$ cat config.mk
export PLATFORM = sky130hd
export DESIGN_NAME = dsil_ctrl
export DESIGN_NICKNAME = d
export VERILOG_FILES = /design/src/sv/dsil_pkg.sv /design/src/sv/dsil_ctrl.sv
export SDC_FILE = /design/constraint.sdc
export NUM_CORES = 1
export LEC_CHECK = 0
export BUFFER_PORTS_ARGS = -buffer_cell sky130_fd_sc_hd__buf_2
export CORE_MARGIN = 4
export CORE_UTILIZATION = 32
export CTS_BUF_LIST = sky130_fd_sc_hd__clkbuf_4
export DETAILED_ROUTE_END_ITERATION = 16
export PLACE_DENSITY = 0.76
export SYNTH_ARGS = -nofsm -noshare
export SYNTH_HDL_FRONTEND = slang
export SYNTH_SLANG_ARGS = --single-unit
$ cat constraint.sdc
create_clock -name clk_i -period 1.9 [get_ports clk_i]
set_input_delay 0.285 -clock clk_i [delete_from_list [all_inputs] [get_ports clk_i]]
set_output_delay 0.285 -clock clk_i [all_outputs]
set_load 0.01 [all_outputs]
$ cat src/sv/dsil_pkg.sv
// Package for the depth-sorted insertion list: list size, field widths,
// item and entry structs, and controller/datapath command and status types.
// Used by every module of the block.
package dsil_pkg;

  localparam int unsigned LIST_DEPTH = 64;
  localparam int unsigned IDX_W      = $clog2(LIST_DEPTH);
  localparam int unsigned CNT_W      = $clog2(LIST_DEPTH + 1);
  localparam int unsigned DEPTH_W    = 31;
  localparam int unsigned ID_W       = 16;
  localparam int unsigned COUNT_OUT_W = 7;

  typedef enum logic [1:0] {
    ACT_CLEAR  = 2'd0,
    ACT_VERTEX = 2'd1,
    ACT_DRAIN  = 2'd2,
    ACT_NONE   = 2'd3
  } action_e;

  typedef struct packed {
    logic [1:0]         action;
    logic signed [31:0] vertex_depth;
    logic               in_view;
    logic               last_vertex;
    logic [ID_W-1:0]    mesh_number;
    logic [ID_W-1:0]    poly_number;
  } in_item_t;

  typedef struct packed {
    logic                   entry_valid;
    logic [ID_W-1:0]        out_mesh;
    logic [ID_W-1:0]        out_poly;
    logic [DEPTH_W-1:0]     out_depth;
    logic                   accepted;
    logic [COUNT_OUT_W-1:0] entry_count;
    logic                   last_result;
  } out_item_t;

  typedef struct packed {
    logic [ID_W-1:0]    mesh;
    logic [ID_W-1:0]    poly;
    logic [DEPTH_W-1:0] depth;
  } entry_t;

  typedef enum logic [2:0] {
    ST_IDLE,
    ST_INS_RD,
    ST_INS_CMP,
    ST_RESULT,
    ST_DR_RD,
    ST_DR_OUT
  } state_e;

  typedef enum logic [1:0] {
    RD_POS,
    RD_POS_M1,
    RD_POS_M2
  } rd_sel_e;

  typedef struct packed {
    logic    max_fold;
    logic    max_clr;
    logic    latch_item;
    logic    pos_load_count;
    logic    pos_clr;
    logic    pos_inc;
    logic    pos_dec;
    rd_sel_e rd_sel;
    logic    wr_en;
    logic    wr_new;
    logic    count_inc;
    logic    count_clr;
    logic    acc_set;
    logic    acc_clr;
    logic    load_result;
    logic    load_drain;
  } dsil_cmd_t;

  typedef struct packed {
    logic full;
    logic empty;
    logic pos_zero;
    logic pos_one;
    logic shift;
    logic drain_last;
    logic out_free;
  } dsil_status_t;

endpackage

$ cat src/sv/dsil_ctrl.sv
// Controller of the depth-sorted insertion list: item decode and sequencing
// of insert, drain and result emission. Depends on dsil_pkg.
module dsil_ctrl import dsil_pkg::*; (
  input  logic         clk_i,
  input  logic         rst_ni,
  input  logic         in_valid_i,
  input  logic [1:0]   in_action_i,
  input  logic         in_last_i,
  input  dsil_status_t status_i,
  output logic         in_ready_o,
  output dsil_cmd_t    cmd_o
);

  state_e state_q, state_d;

  always_ff @(posedge clk_i or negedge rst_ni) begin
    if (!rst_ni) begin
      state_q <= ST_IDLE;
    end else begin
      state_q <= state_d;
    end
  end

  assign in_ready_o = (state_q == ST_IDLE);

  // next state
  always_comb begin
    state_d = state_q;
    case (state_q)
      ST_IDLE: begin
        if (in_valid_i) begin
          case (action_e'(in_action_i))
            ACT_CLEAR:  state_d = ST_RESULT;
            ACT_VERTEX: begin
              if (in_last_i) state_d = status_i.full ? ST_RESULT : ST_INS_RD;
            end
            ACT_DRAIN:  state_d = status_i.empty ? ST_RESULT : ST_DR_RD;
            default:    state_d = ST_IDLE;
          endcase
        end
      end
      ST_INS_RD: state_d = status_i.pos_zero ? ST_RESULT : ST_INS_CMP;
      ST_INS_CMP: begin
        if (!status_i.shift) state_d = ST_RESULT;
        else if (status_i.pos_one) state_d = ST_INS_RD;
      end
      ST_RESULT: if (status_i.out_free) state_d = ST_IDLE;
      ST_DR_RD:  state_d = ST_DR_OUT;
      ST_DR_OUT: begin
        if (status_i.out_free) state_d = status_i.drain_last ? ST_IDLE : ST_DR_RD;
      end
      default:   state_d = ST_IDLE;
    endcase
  end

  // outputs
  always_comb begin
    cmd_o        = '0;
    cmd_o.rd_sel = RD_POS;
    case (state_q)
      ST_IDLE: begin
        if (in_valid_i) begin
          case (action_e'(in_action_i))
            ACT_CLEAR: begin
              cmd_o.count_clr = 1'b1;
              cmd_o.max_clr   = 1'b1;
              cmd_o.acc_clr   = 1'b1;
            end
            ACT_VERTEX: begin
              cmd_o.max_fold = 1'b1;
              if (in_last_i) begin
                cmd_o.latch_item     = 1'b1;
                cmd_o.pos_load_count = 1'b1;
                cmd_o.acc_clr        = 1'b1;
                // dropped insert: the polygon ends here
                cmd_o.max_clr        = status_i.full;
              end
            end
            ACT_DRAIN: begin
              cmd_o.acc_clr = 1'b1;
              cmd_o.pos_clr = 1'b1;
            end
            default: cmd_o.acc_clr = 1'b0;
          endcase
        end
      end
      ST_INS_RD: begin
        if (status_i.pos_zero) begin
          cmd_o.wr_en     = 1'b1;
          cmd_o.wr_new    = 1'b1;
          cmd_o.count_inc = 1'b1;
          cmd_o.acc_set   = 1'b1;
          cmd_o.max_clr   = 1'b1;
        end else begin
          cmd_o.rd_sel = RD_POS_M1;
        end
      end
      ST_INS_CMP: begin
        cmd_o.wr_en = 1'b1;
        if (status_i.shift) begin
          // move the nearer entry down one slot, fetch the next one up
          cmd_o.pos_dec = 1'b1;
          cmd_o.rd_sel  = RD_POS_M2;
        end else begin
          cmd_o.wr_new    = 1'b1;
          cmd_o.count_inc = 1'b1;
          cmd_o.acc_set   = 1'b1;
          cmd_o.max_clr   = 1'b1;
        end
      end
      ST_RESULT: begin
        if (status_i.out_free) begin
          cmd_o.load_result = 1'b1;
        end
      end
      ST_DR_RD: cmd_o.rd_sel = RD_POS;
      ST_DR_OUT: begin
        if (status_i.out_free) begin
          cmd_o.load_drain = 1'b1;
          cmd_o.pos_inc    = !status_i.drain_last;
        end
      end
      default: cmd_o.rd_sel = RD_POS;
    endcase
  end

endmodule

==> flow_metrics.tcl, run 1 <==
set metrics [dict create \
    worstRegToRegCells 5 \
    drt-total-wl_um 1170 \
    required_ns 1.62 \
    reg_top3 "state_q x3" \
    cts_max_level 1 \
    die_area_um2 1980 \
    p_switching_mw 0.338 \
    crit_fanout 12 \
    std_cell_rows 12 \
    status "finished, final reports clean" \
    fillerInstances 126 \
    drt-initial-drc-count 16 \
    p_clk_frac 0.169 \
    die_w_um 44.5 \
    syn-mean-instance-area_um2 7.23 \
    hold_violations 0 \
    hold_slack_ns 0.300 \
    min_from "status_i[3]" \
    max_freq_mhz 581 \
    slew_headroom 0.794 \
    cts_buffer_depth 2 \
    crit_type "reg -> out" \
    vias 531 \
    setup.worst_path.start "state_q[0]$_DFFE_PN0P_" \
    total_power_mw 0.742 \
    cts_tree "built" \
    yosys-top-cells-area "dfrtp_1, buf_4, a21oi_1" \
    nNetsFinal 101 \
    clkLatencyLatePin_ns 0.23 \
    drv_cap 0 \
    grt_usage 0.115 \
    top_register "state_q" \
    post-route-period-util 0.906 \
    max-vdd-ir-drop_mv 0.524 \
    clk_pin_slew_ns 0.03 \
    place_ws_ns 0.291 \
    die_h_um 44.5 \
    via_per_inst 5.26 \
    syn-num-nets 72 \
    hp-class "in -> reg" \
    p_leak_nw 0.313 \
    p_comb_frac 0.640 \
    diodes 0 \
    synth_top_cell_by_area "dfrtp_1" \
    synth_cell_type_count 30 \
    drive_gt1_frac 0.448 \
    finClkSkew_ns 0.00380 \
    cts_made_buffers 3 \
    finalMaxSlewViolations 0 \
    end_kind "primary output" \
    timing.final.crit_period_ns 1.72 \
    worstPathArrival_ns 1.44 \
    layout_common_cells "buf_2, nand2_1, a21oi_1" \
    start_util 0.360 \
    gp_congestion 0.799 \
    yosys_register_bits 3 \
    setup_viol 0 \
    place_hpwl_um 890 \
    post-route-drc-count 0 \
    yosysSeqAreaShare 0.176 \
    cts_setup_buffers 0 \
    design.portCount 31 \
    coreArea_um2 1190 \
    port_buffers 30 \
    rsz0062_at_grt "false" \
    synth_top_area_share 0.176 \
    clockRootBuffer "clkbuf_4" \
    grt_pass1_wl_um 1720 \
    whs_path_depth 3 \
    power_frac_seq 0.190 \
    grt_max_degree 13 \
    finalWorstSetupSlack_ns 0.178 \
    swShare 0.456 \
    tightest_slew_ns 0.304 \
    syn_to_final_growth_pct 39.9 \
    cp-start-kind "flip-flop" \
    largest_reg_flops 3 \
    r2r-start "state_q[1]$_DFFE_PN0P_" \
    postRouteAntennaNets 0 \
    wl_per_cell_um 11.6 \
    final_common_cell "buf_2" \
    powerDensity_nw_per_um2 1240 \
    grt_pass1_vias 411 \
    syn_inst 59 \
    grt.overflow.total 0 \
    first_pass_iters 4 \
    tns_ns 0 \
    antenna_found_initial 0 \
    intPower_mw 0.403 \
    cts_sinks 3 \
    ys_warn_count 0 \
    netlist_area_um2 427 \
]
## power groups by stage
stage	registers (mW)	logic [mW]	clock network, mW
after floorplan	0.103	0.375	0
after global placement	0.130	0.464	0
after detailed placement	0.131	0.468	0
after CTS	0.130	0.473	0.129
after global routing	0.145	0.534	0.136
final	0.141	0.475	0.126
## logic make-up after synthesis
kind of cell              synth area share
xor gates and xnor gates            0.0205
and+or+nand+nor                      0.396
DFF                                  0.176
AOI/OAI and AO/OA                    0.232
buffers and inverters                0.176
## through the flow
| stage | instances | util | instance area [um2] |
|---|---|---|---|
| 6_report | 101 | 0.503 | 597 |
| 5_1_grt | 101 | 0.503 | 597 |
| 4_1_cts | 101 | 0.494 | 586 |
| 3_5_place_dp | 96 | 0.460 | 546 |
| 3_3_place_gp | 96 | 0.460 | 546 |
| 2_1_floorplan | 59 | - | 427 |
## synth_stat cells
cell      instances
buf_6             1
buf_2             3
or2b_1            1
nor3_1            3
dfrtp_1           3
a32oi_1           1
nand3b_1          2
nand2_1           5
a311oi_1          1
nor4_1            1
o41ai_1           1
o32ai_1           1
nor2_1            2
inv_1             3
nand4_1           1
buf_4             5
a211o_1           1
nand2b_1          4
or3b_1            1
nor2b_1           1
nor3b_1           3
o21ai_0           1
and3_1            1
nor4b_1           2
a21boi_0          1
and2_1            1
xor2_1            1
o21ai_1           2
a21oi_1           5
o21a_1            1
## critical path, cell delays in order (launching register included)
cell and delay [ns]:
dfrtp_2 0.47, nor3_2 0.16, nand2_1 0.15, nor2_1 0.13, and3_1 0.17, buf_2 0.13
## repair_timing
item,CTS,global route
endpoints found under the hold margin,3,0
gates resized for setup,0,3
endpoints found under the setup margin,0,5
hold buffers,1,0
## layer usage
| metal | track usage | part of all wire | routed length, um |
|---|---|---|---|
| met1 | 0.139 | 0.42 | 488 |
| met2 | 0.195 | 0.48 | 567 |
| met3 | 0.0163 | 0.085 | 100 |
| met4 | 0.0542 | 0.013 | 15 |
| met5 | 0 | 0 | 0 |
## area by class of cell
class / instances / area (um2) / area share
Inverter: 3 / 11.3 / 0.0189
Timing Repair Buffer: 33 / 175 / 0.294
Multi-Input combinational cell: 44 / 287 / 0.480
Clock buffer: 4 / 30.0 / 0.0503
Sequential cell: 3 / 76.3 / 0.128
Tap cell: 14 / 17.5 / 0.0294
## path summary, 6_finish.rpt
path                                               end  slack (ns)
max in group asynchronous       state_q[0]$_DFFE_PN0P_        1.41
worst min-delay path            state_q[0]$_DFFE_PN0P_        0.30
worst min register to register  state_q[2]$_DFFE_PN0P_        0.66
worst max-delay path                         cmd_o[14]        0.18
worst max register to register  state_q[0]$_DFFE_PN0P_        0.58
min in group asynchronous       state_q[2]$_DFFE_PN0P_        0.37
Note: power is estimated with default switching activity, not from simulation.
==> run 2, diff against run 1 <==
--- a/config.mk
+++ b/config.mk
@@ -10,7 +10,7 @@
 export CORE_UTILIZATION = 32
 export CTS_BUF_LIST = sky130_fd_sc_hd__clkbuf_4
 export DETAILED_ROUTE_END_ITERATION = 16
-export PLACE_DENSITY = 0.76
+export PLACE_DENSITY = 0.71
 export SYNTH_ARGS = -nofsm -noshare
 export SYNTH_HDL_FRONTEND = slang
 export SYNTH_SLANG_ARGS = --single-unit
==> run 2 against run 1 <==
- total power is 0.28% higher
- via count fell by 2.4%
- largest power group unchanged
- sequential power rose by 11%
- largest cell class unchanged
- setup slack got worse by 0.062 ns
- register-to-register slack barely moved
- count of clock-buffer cells in the layout did not move
==> flow_metrics.tcl, run 2 (same netlist as run 1, synthesis figures left out) <==
set metrics [dict create \
    status "finished, final reports clean" \
    swShare 0.461 \
    end_kind "primary output" \
    crit_type "reg -> out" \
    place_hpwl_um 917 \
    max-vdd-ir-drop_mv 0.544 \
    r2r-start "state_q[2]$_DFFE_PN0P_" \
    finClkSkew_ns 0.00248 \
    cp-start-kind "flip-flop" \
    hold_violations 0 \
    clockRootBuffer "clkbuf_4" \
    clkLatencyLatePin_ns 0.23 \
    critPathSlowestCell "dfrtp_1" \
    dpl_cell_area_um2 546 \
    grt_max_degree 13 \
    p_comb_frac 0.617 \
    hp-class "in -> reg" \
    multi_input_area_um2 282 \
    intPower_mw 0.401 \
    wl_per_cell_um 12.0 \
    grt.overflow.total 0 \
    fin_area_um2 592 \
    cts_made_buffers 3 \
    layout_common_cells "buf_2, nand2_1, a21oi_1" \
    crit_fanout 6 \
    timing.final.crit_period_ns 1.78 \
    drt-initial-drc-count 6 \
    die_area_um2 1980 \
    die_w_um 44.5 \
    drv_cap 0 \
    post-route-drc-count 0 \
    cts_buffer_depth 2 \
    finalMaxSlewViolations 0 \
    syn_to_final_growth_pct 38.7 \
    drt-total-wl_um 1210 \
    ff_latch_area_um2 76.3 \
    p_leak_nw 0.311 \
    setup_viol 0 \
    largest_reg_flops 3 \
    critical-path-max-stage-delay_ns 0.46 \
    top_register "state_q" \
    required_ns 1.62 \
    postRouteAntennaNets 0 \
    min_to "state_q[0]$_DFFE_PN0P_" \
    slew_headroom 0.791 \
    final_util 0.499 \
    whs_path_depth 3 \
    die_h_um 44.5 \
    grt_usage 0.123 \
    worst-path-buf-inv 1 \
    gp_congestion 0.763 \
    cp_cell_sequence "nor3_2 -> nand2_1 -> nor2_1 -> and3_1 -> buf_2" \
    via_per_inst 5.13 \
    fillerInstances 128 \
    vias 518 \
    diodes 0 \
    grt_pass1_vias 473 \
    cts_sinks 3 \
    final_common_cell "buf_2" \
    std_cell_rows 12 \
    cts_max_level 1 \
    clk_pin_slew_ns 0.04 \
    start_util 0.360 \
    worstPathArrival_ns 1.50 \
    p_switching_mw 0.343 \
    post-route-period-util 0.939 \
    powerDensity_nw_per_um2 1260 \
    r2r_slack_ns 0.58 \
    port_buffers 30 \
    rr_endpoint "state_q[0]$_DFFE_PN0P_" \
    design.portCount 31 \
    worstRegToRegCells 5 \
    max_freq_mhz 560 \
    coreArea_um2 1190 \
    power_frac_seq 0.211 \
    antenna_found_initial 0 \
    nNetsFinal 101 \
    reg_top3 "state_q x3" \
    grt_pass1_wl_um 1860 \
    p_clk_frac 0.172 \
    first_pass_iters 4 \
    crit_family "simple AND/OR/NAND/NOR gates" \
    drive_gt1_frac 0.437 \
    min_from "status_i[3]" \
    cts_tree "built" \
    tightest_slew_ns 0.313 \
]
run 2: changes by cell type in the layout (fill, tap and decap cells not counted):
cell / change
nor3b_2: -1
nor3b_1: +1
run 2: worst max path at each step:
| stage | startpoint | end | slack [ns] | cells after the start |
|---|---|---|---|---|
| finish | state_q[1]$_DFFE_PN0P_ | cmd_o[13] | 0.12 | 5 |
| global placement | state_q[0]$_DFFE_PN0P_ | cmd_o[15] | 0.36 | 4 |
| detailed placement | state_q[0]$_DFFE_PN0P_ | cmd_o[15] | 0.30 | 4 |
| floorplan | state_q[1]$_DFFE_PN0P_ | cmd_o[14] | 0.08 | 6 |
| global route | state_q[1]$_DFFE_PN0P_ | cmd_o[14] | -0.007 | 5 |
| CTS | state_q[0]$_DFFE_PN0P_ | cmd_o[15] | 0.05 | 4 |
run 2: stage by stage:
step | cells | TNS [ns] | power, mW | setup WS, ns | hold slack (ns)
floorplan | 59 | 0 | 0.478 | 0.0771 | -0.0106
global placement | 96 | 0 | 0.599 | 0.358 | 0.0801
detailed placement | 96 | 0 | 0.603 | 0.300 | 0.0803
CTS | 101 | 0 | 0.735 | 0.0524 | 0.307
global route | 101 | -0.0142 | 0.816 | -0.00729 | 0.322
finish | 101 | 0 | 0.744 | 0.116 | 0.300
run 2: final cells by class:
type                            instances  share of cell area
Tap cell                               14              0.0296
Sequential cell                         3               0.129
Clock buffer                            4              0.0507
Timing Repair Buffer                   33               0.296
Multi-Input combinational cell         44               0.476
Inverter                                3              0.0190
run 2: per-layer routing:
layer | up-vias | wire, um | global-route usage
met2 | 19 | 592 | 0.232
met1 | 229 | 515 | 0.137
li1 | 267 | - | -
met3 | 3 | 84 | 0.00813
met5 | - | 0 | 0
met4 | 0 | 14 | 0.0542
run 2: what timing repair did:
action | CTS | global route
hold buffers | 1 | 0
resized for setup | 0 | 2
endpoints found under the setup margin | 0 | 5
setup buffers | 0 | 0
endpoints found under the hold margin | 3 | 0
run 2: worst register-to-register path: cells and delay by family (launching register included):
| family | cells | cell delay [ns] |
|---|---|---|
| AO/OA/AOI/OAI | 3 | 0.54 |
| flip-flops | 1 | 0.37 |
| buffers and inverters | 2 | 0.31 |
run 2: power by group through the flow:
stage          Clock (mW)  Combinational, mW  Sequential, mW
2_1_floorplan           0              0.375           0.103
5_1_grt             0.135              0.519           0.162
3_3_place_gp            0              0.456           0.143
6_report            0.128              0.459           0.157
3_5_place_dp            0              0.457           0.146
4_1_cts             0.129              0.461           0.145
==> run 3, diff against run 2 <==
==> constraint.sdc (replaced) <==
create_clock -name clk_i -period 1.9 [get_ports clk_i]
set_input_delay 0.285 -clock clk_i [delete_from_list [all_inputs] [get_ports clk_i]]
set_output_delay 0.285 -clock clk_i [all_outputs]
set_load 0.005 [all_outputs]
==> run 3 against run 2 <==
- critical path type unchanged
- fmax is 1.2% higher
- register-to-register slack better by 0.02 ns
- sequential power hardly changed
- routed wire length is 1.7% lower
- critical endpoint is now cmd_o[14]
==> flow_metrics.tcl, run 3 (same netlist as run 1, synthesis figures left out) <==
set metrics [dict create \
    cts_sinks 3 \
    drive_gt1_frac 0.437 \
    end_kind "primary output" \
    intPower_mw 0.399 \
    cts_made_buffers 3 \
    critPathSlowestCell "dfrtp_1" \
    crit_fanout 6 \
    status "finished, final reports clean" \
    die_w_um 44.5 \
    post-route-period-util 0.928 \
    grt_usage 0.126 \
    syn_to_final_growth_pct 38.7 \
    place_ws_ns 0.306 \
    coreArea_um2 1190 \
    drv_cap 0 \
    final_common_cell "buf_2" \
    vias 516 \
    max_freq_mhz 567 \
    first_pass_iters 4 \
    tightest_slew_ns 0.284 \
    finClkSkew_ns 0.0000886 \
    powerDensity_nw_per_um2 1180 \
    fillerInstances 119 \
    rsz0062_at_grt "false" \
    max-vdd-ir-drop_mv 0.483 \
    tns_ns 0 \
    port_buffers 30 \
    clk_pin_slew_ns 0.04 \
    start_util 0.360 \
    nNetsFinal 101 \
    die_h_um 44.5 \
    cts_max_level 1 \
    hp-class "in -> reg" \
    worstPathArrival_ns 1.48 \
    gp_congestion 0.763 \
    grt_max_degree 13 \
    total_power_mw 0.697 \
    std_cell_rows 12 \
    swShare 0.427 \
    cp-start-kind "flip-flop" \
    postRouteAntennaNets 0 \
    setup_viol 0 \
    grt.overflow.total 0 \
    p_clk_frac 0.182 \
    finalMaxSlewViolations 0 \
    critical-path-max-stage-delay_ns 0.45 \
    die_area_um2 1980 \
    worstRegToRegCells 5 \
    place_hpwl_um 916 \
    timing.final.crit_period_ns 1.76 \
    whs_path_depth 3 \
    p_leak_nw 0.311 \
    p_switching_mw 0.298 \
    ff_latch_area_um2 76.3 \
    multi_input_area_um2 282 \
    required_ns 1.62 \
    largest_reg_flops 3 \
    cts_tree "built" \
    crit_type "reg -> out" \
    layout_common_cells "buf_2, nand2_1, a21oi_1" \
    wl_per_cell_um 11.7 \
    dp.cells 96 \
    design.portCount 31 \
    instances_no_fill 101 \
    antenna_found_initial 0 \
    final_util 0.499 \
    clkLatencyLatePin_ns 0.23 \
    post-route-drc-count 0 \
    slew_headroom 0.808 \
    drt-initial-drc-count 11 \
    hold_violations 0 \
    top_register "state_q" \
    p_comb_frac 0.598 \
    clockRootBuffer "clkbuf_4" \
    reg_top3 "state_q x3" \
    power_frac_seq 0.220 \
    cts_buffer_depth 2 \
    diodes 0 \
    via_per_inst 5.11 \
    finalWorstSetupSlack_ns 0.137 \
    cp_cell_sequence "nor3_2 -> nand2_1 -> nor2_1 -> and3_1 -> buf_2" \
    drt-total-wl_um 1190 \
    grt_pass1_wl_um 1900 \
    grt_pass1_vias 465 \
]
==> run 3: power by group through the flow <==
stage	clock, mW	combinational, mW	sequential, mW
after detailed placement	0	0.415	0.146
after floorplan	0	0.334	0.103
after CTS	0.127	0.419	0.145
after global placement	0	0.414	0.143
final	0.127	0.417	0.154
after global routing	0.134	0.475	0.160
==> run 3: layout make-up <==
type,count,area share
Clock buffer,4,0.0507
Inverter,3,0.0190
Multi-Input combinational cell,44,0.476
Sequential cell,3,0.129
Tap cell,14,0.0296
Timing Repair Buffer,33,0.296
==> run 3: path summary, 6_finish.rpt <==
check                                             from                      to  slack [ns]
max in group asynchronous                       rst_ni  state_q[0]$_DFFE_PN0P_        1.40
worst max-delay path            state_q[1]$_DFFE_PN0P_               cmd_o[14]        0.14
min in group asynchronous                       rst_ni  state_q[1]$_DFFE_PN0P_        0.39
worst min-delay path                       status_i[3]  state_q[0]$_DFFE_PN0P_        0.30
worst max register to register  state_q[2]$_DFFE_PN0P_  state_q[0]$_DFFE_PN0P_        0.60
worst min register to register  state_q[2]$_DFFE_PN0P_  state_q[1]$_DFFE_PN0P_        0.69
==> run 3: per-layer routing <==
layer,vias to the layer above,track usage,share of wire
li1,267,-,-
met1,226,0.157,0.41
met2,21,0.215,0.50
met3,2,0.0122,0.083
met4,0,0.0542,0.0067
met5,-,0,0
==> run 3: per-stage QoR <==
step / instance area [um2] / hold WS, ns
after floorplan: 427 / -0.0106
final: 592 / 0.303
after detailed placement: 546 / 0.0803
after global placement: 546 / 0.0801
after CTS: 586 / 0.310
after global routing: 592 / 0.321
==> run 3: what timing repair did <==
| action | CTS | global route |
|---|---|---|
| setup buffers | 0 | 0 |
| endpoints found under the setup margin | 0 | 5 |
| hold endpoints to repair | 3 | 0 |
| gates resized for setup | 0 | 2 |
| hold buffers | 1 | 0 |
==> run 3: worst max-delay path, delay by kind of cell, from the launching register on <==
kind	cells	cell delay, ns
AND/OR/NAND/NOR	4	0.68
buffers and inverters	1	0.11
flip-flops	1	0.45
